==> src/sv/sor_div.sv <==
`default_nettype none
module sor_div (
	input  wire logic        clk,
	input  wire logic        arst_n,
	input  wire logic        start,
	input  wire logic [63:0] num,
	input  wire logic [31:0] den,
	output logic             busy,
	output logic [63:0]      quo
);
	logic [63:0] quo_q;
	logic [63:0] rem_q;
	logic [31:0] den_q;
	logic [6:0]  cnt_q;
	logic [64:0] rsh;

	assign rsh  = {rem_q, quo_q[63]};
	assign busy = cnt_q != 7'd0;
	assign quo  = quo_q;

	always_ff @(posedge clk or negedge arst_n) begin
		if (!arst_n) begin
			cnt_q <= '0;
		end else if (start) begin
			cnt_q <= 7'd64;
		end else if (busy) begin
			cnt_q <= cnt_q - 7'd1;
		end
	end

	always_ff @(posedge clk) begin
		if (start) begin
			quo_q <= num;
			rem_q <= '0;
			den_q <= den;
		end else if (busy) begin
			if (rsh >= {33'd0, den_q}) begin
				rem_q <= 64'(rsh - {33'd0, den_q});
				quo_q <= {quo_q[62:0], 1'b1};
			end else begin
				rem_q <= rsh[63:0];
				quo_q <= {quo_q[62:0], 1'b0};
			end
		end
	end
endmodule
`default_nettype wire

==> config.mk <==
export PLATFORM = sky130hd
export DESIGN_NAME = sor_div
export DESIGN_NICKNAME = d
export VERILOG_FILES = /design/src/sv/sor_div.sv
export SDC_FILE = /design/constraint.sdc
export NUM_CORES = 1
export LEC_CHECK = 0
export ABC_CLOCK_PERIOD_IN_PS = 2950
export BUFFER_PORTS_ARGS = -buffer_cell sky130_fd_sc_hd__clkbuf_2
export CAP_MARGIN = 5
export CORE_UTILIZATION = 50
export DETAILED_ROUTE_END_ITERATION = 8
export GPL_TIMING_DRIVEN = 0
export PLACE_DENSITY_LB_ADDON = 0.3
export SKIP_CTS_REPAIR_TIMING = 1
export SYNTH_ARGS = -nofsm -noshare
export SYNTH_HDL_FRONTEND = slang
export SYNTH_SLANG_ARGS = --single-unit
==> constraint.sdc <==
create_clock -name clk -period 2.95 [get_ports clk]
set_input_delay 0.59 -clock clk [delete_from_list [all_inputs] [get_ports clk]]
set_output_delay 0.59 -clock clk [all_outputs]
set_load 0.05 [all_outputs]
==> flow_summary_export.csv <==
group,metric,value,unit
setup_path,slowest_stage,"nor4_2",
synthesis,syn-cell-area,0.00946,sq mm
timing,setup_viol,36,
power_and_ir_drop,power_frac_comb,55.2,%
route,route.detailed.drc,0,
cells_and_area,area_growth,32.2,%
synthesis,synthCells,952,
global_routing,grt_pass1_wl,41000,microns
clocking,worst_skew_pair.late_latency,450,ps
placed_design,port_buffers,163,
timing,hold_viol,0,
power_and_ir_drop,p_seq_share,28.4,%
route,first_pass_iters,6,
cells_and_area,instances_no_fill,1419,
setup_path,r2r_end,"rem_q[7]$_SDFFE_PP0P_",
die,io_pins,164,
timing,worst_slack,-185,ps
power_and_ir_drop,vdd_ir_drop_max,625,uV
setup_path,cp-end-kind,"flop",
timing,finalSetupTns,-2710,ps
timing,hold_slack,312,ps
timing,clock.fmax,319,MHz
die,dieArea,0.0195,sq mm
setup_path,required,3300,ps
outcome,violations,"negative setup slack",
min_path,worstHoldPathCells,1,
die,die_h,140,microns
clocking,cts_buffers,17,
timing,drv_slew,0,
global_routing,antenna_found_initial,0,
cells_and_area,drive_above_1_share,38.3,%
die,rows,49,
setup_path,crit_end,"rem_q[7]$_SDFFE_PP0P_",
global_routing,grt_usage,27.2,%
route,ant_nets,0,
synthesis,synthDistinctLibCells,78,
route,drt_wl_total,27900,microns
power_and_ir_drop,p_sw,6050,uW
synthesis,synth_edf_count,96,
setup_path,r2r_slack,-180,ps
setup_path,crit_path_start,"rem_q[51]$_SDFFE_PP0P_",
timing,worst_slew_pin_slew,860,ps
die,coreArea,0.0183,sq mm
power_and_ir_drop,p_int,7440,uW
run,drv_cap,0,
setup_path,crit_fanout,7,
cells_and_area,nNetsFinal,1310,
synthesis,synthesis.nets,1085,
clocking,clockBufferDepth,2,
placed_design,dp_slack,-743,ps
power_and_ir_drop,powerDensity,1080,mW/mm^2
setup_path,critPathLaunchType,"flop",
clocking,cts_tree,"yes",
power_and_ir_drop,leakage,0.00519,uW
synthesis,synthArstFlopShare,4.19,%
power_and_ir_drop,clock_power_share,16.4,%
timing,period_share,106,%
setup_path,worst_path_largest_cell_delay,450,ps
setup_path,criticalPathCategory,"flop to flop",
route,routed-via-count,8610,
synthesis,ys.flop_type,"edfxtp_1",
synthesis,syn_avg_cell_area,9.93,sq um
global_routing,grt_max_degree,65,
route,post_drt_wl_per_cell,19.7,microns
setup_path,ff2ff_path_depth,11,
timing,rsz0062_at_grt,"yes",
clocking,path_clk_slew,80,ps
setup_path,crit_path_cell_trace,"nor4_2 -> nand4_1 -> and4b_1 -> nand3_2 -> a311oi_4 -> and2_4 -> buf_12 -> buf_6 -> clkbuf_16 -> nand2_1 -> a311oi_2",
setup_path,crit_arrival,3490,ps
cells_and_area,num_antenna_cells,0,
die,start_util,51.8,%
synthesis,yosys_warnings,0,
global_routing,grt_pass1_vias,7816,
setup_path,r2r_start,"rem_q[51]$_SDFFE_PP0P_",
clocking,htreeDepth,4,
global_routing,grt-ovfl-total,0,
clocking,clock_tree.root_cell,"clkbuf_16",
power_and_ir_drop,sw_frac_of_total,44.9,%
clocking,clkSinkCount,167,
synthesis,seq_area_frac_synth,45.9,%
placed_design,dpl_cell_area,0.0107,sq mm
timing,relSlewSlack,42.6,%
placed_design,place_congestion,0.923,
route,viasPerCell,6.07,
die,die_w,140,microns
route,drt_iter0_drc,786,
synthesis,synth-seq-cells,167,
timing,clock_skew,15.1,ps
placed_design,dp.final_hpwl,19200,microns
timing,period_needed,3130,ps
min_path,hold_class,"input pin to flop",
cells_and_area,fin_area,0.0125,sq mm
outcome,status,"finished, violations left",
placed_design,dp.cells,1344,
[power by group through the flow]
stage                     clock network [uW]  registers (uW)  logic [uW]
after floorplan                            0            4220        3880
after global placement                     0            3700        5710
after detailed placement                   0            3720        5780
after CTS                               2230            3680        5840
after global routing                    2320            3910        7930
final                                   2210            3840        7440
[cell type report]
type	instances	area (sq um)
clock inverter	14	158
timing repair inverter	1	7.51
timing repair buffer	216	1330
inverter	45	173
clock buffer	18	429
multi-input combinational	689	5490
sequential	167	4340
tap	229	287
fill	1351	5770
buffer	40	299
[cells by family after synthesis]
| kind of cell | after synthesis | share of synthesized area, % |
|---|---|---|
| adder cells (fa/ha/maj) | 34 | 4.58 |
| buffers and inverters | 97 | 4.34 |
| AO/OA/AOI/OAI | 203 | 15.5 |
| flip-flops | 167 | 45.9 |
| XOR/XNOR | 49 | 4.54 |
| AND/OR/NAND/NOR | 335 | 17.2 |
| multiplexers | 67 | 7.94 |
[flip-flops by register name, summed over array words and instances, names as in the netlist]
| register | count |
|---|---|
| quo | 64 |
| rem_q | 64 |
| den_q | 32 |
| cnt_q | 7 |
[cell usage in the layout (no fill, tap or decap), drive strengths merged, types with 19 or more instances in the layout]
cell type / Yosys / layout
nand2: 109 / 109
xor2: 24 / 24
nor2: 98 / 98
xnor2: 25 / 25
mux2: 64 / 64
dfxtp: 64 / 64
inv: 45 / 51
clkbuf: 41 / 208
a311oi: 25 / 25
nand4: 19 / 19
o21ai: 39 / 39
buf: 11 / 65
edfxtp: 96 / 96
nand3: 28 / 29
a21oi: 40 / 40
ha: 33 / 33
[worst min-delay path by stage]
| stage | startpoint | to | slack, ps |
|---|---|---|---|
| after floorplan | arst_n | cnt_q[0]$_DFFE_PN0P_ | 290 |
| after global placement | arst_n | cnt_q[6]$_DFFE_PN0P_ | 440 |
| after detailed placement | arst_n | cnt_q[6]$_DFFE_PN0P_ | 440 |
| after CTS | arst_n | cnt_q[5]$_DFFE_PN0P_ | -30 |
| after global routing | den[7] | den_q[7]$_DFFE_PP_ | 300 |
| final | den[28] | den_q[28]$_DFFE_PP_ | 310 |
[synth_stat cells, types with 3 or more instances]
library cell    n  share of area, %
a2111o_1        3              0.36
a211o_1         3              0.28
a211oi_1       17               1.3
a21o_1         15               1.2
a21oi_1        38               2.0
a22o_1          4              0.37
a311oi_1       24               2.2
a31oi_1         8              0.53
a32oi_1         3              0.28
and2_1          4              0.26
and3_1          3              0.20
buf_2           6              0.32
buf_6           5              0.60
clkbuf_1       40               1.6
dfrtp_1         7               1.9
dfxtp_1        64                14
edfxtp_1       96                30
ha_1           33               4.4
inv_1          45               1.8
mux2_2         64               7.6
mux2i_1         3              0.32
nand2_1       108               4.3
nand3_1        27               1.4
nand4_1        19               1.3
nor2_1         98               3.9
nor2b_1         5              0.33
nor3_1         17              0.90
nor4_1         12              0.79
o211ai_1       12              0.95
o21a_1          9              0.71
o21ai_0        36               1.9
o21ai_1         3              0.16
o21bai_1        5              0.40
or2_2           4              0.26
or3_1           7              0.46
or4_1           6              0.48
xnor2_1        25               2.3
xor2_1         24               2.2
[layer usage]
metal  part of all wire [%]  track usage, %
met4                    3.8            11.7
met5                      0               0
met2                     46            44.2
met1                     42            34.5
met3                    8.3            6.64
[worst max-delay path, delay by kind of cell, from the launching register on]
family	cells	cell delay, ps
DFF	1	380
buffers and inverters	3	420
AOI/OAI and AO/OA	2	680
and+or+nand+nor	6	1580
[stage by stage]
step | total power (uW) | utilization (%)
2_1_floorplan | 8100 | -
3_3_place_gp | 9410 | 58.4
3_5_place_dp | 9500 | 58.4
4_1_cts | 11700 | 61.6
5_1_grt | 14200 | 68.4
6_report | 13500 | 68.4
(Power assumes the default switching activity.)
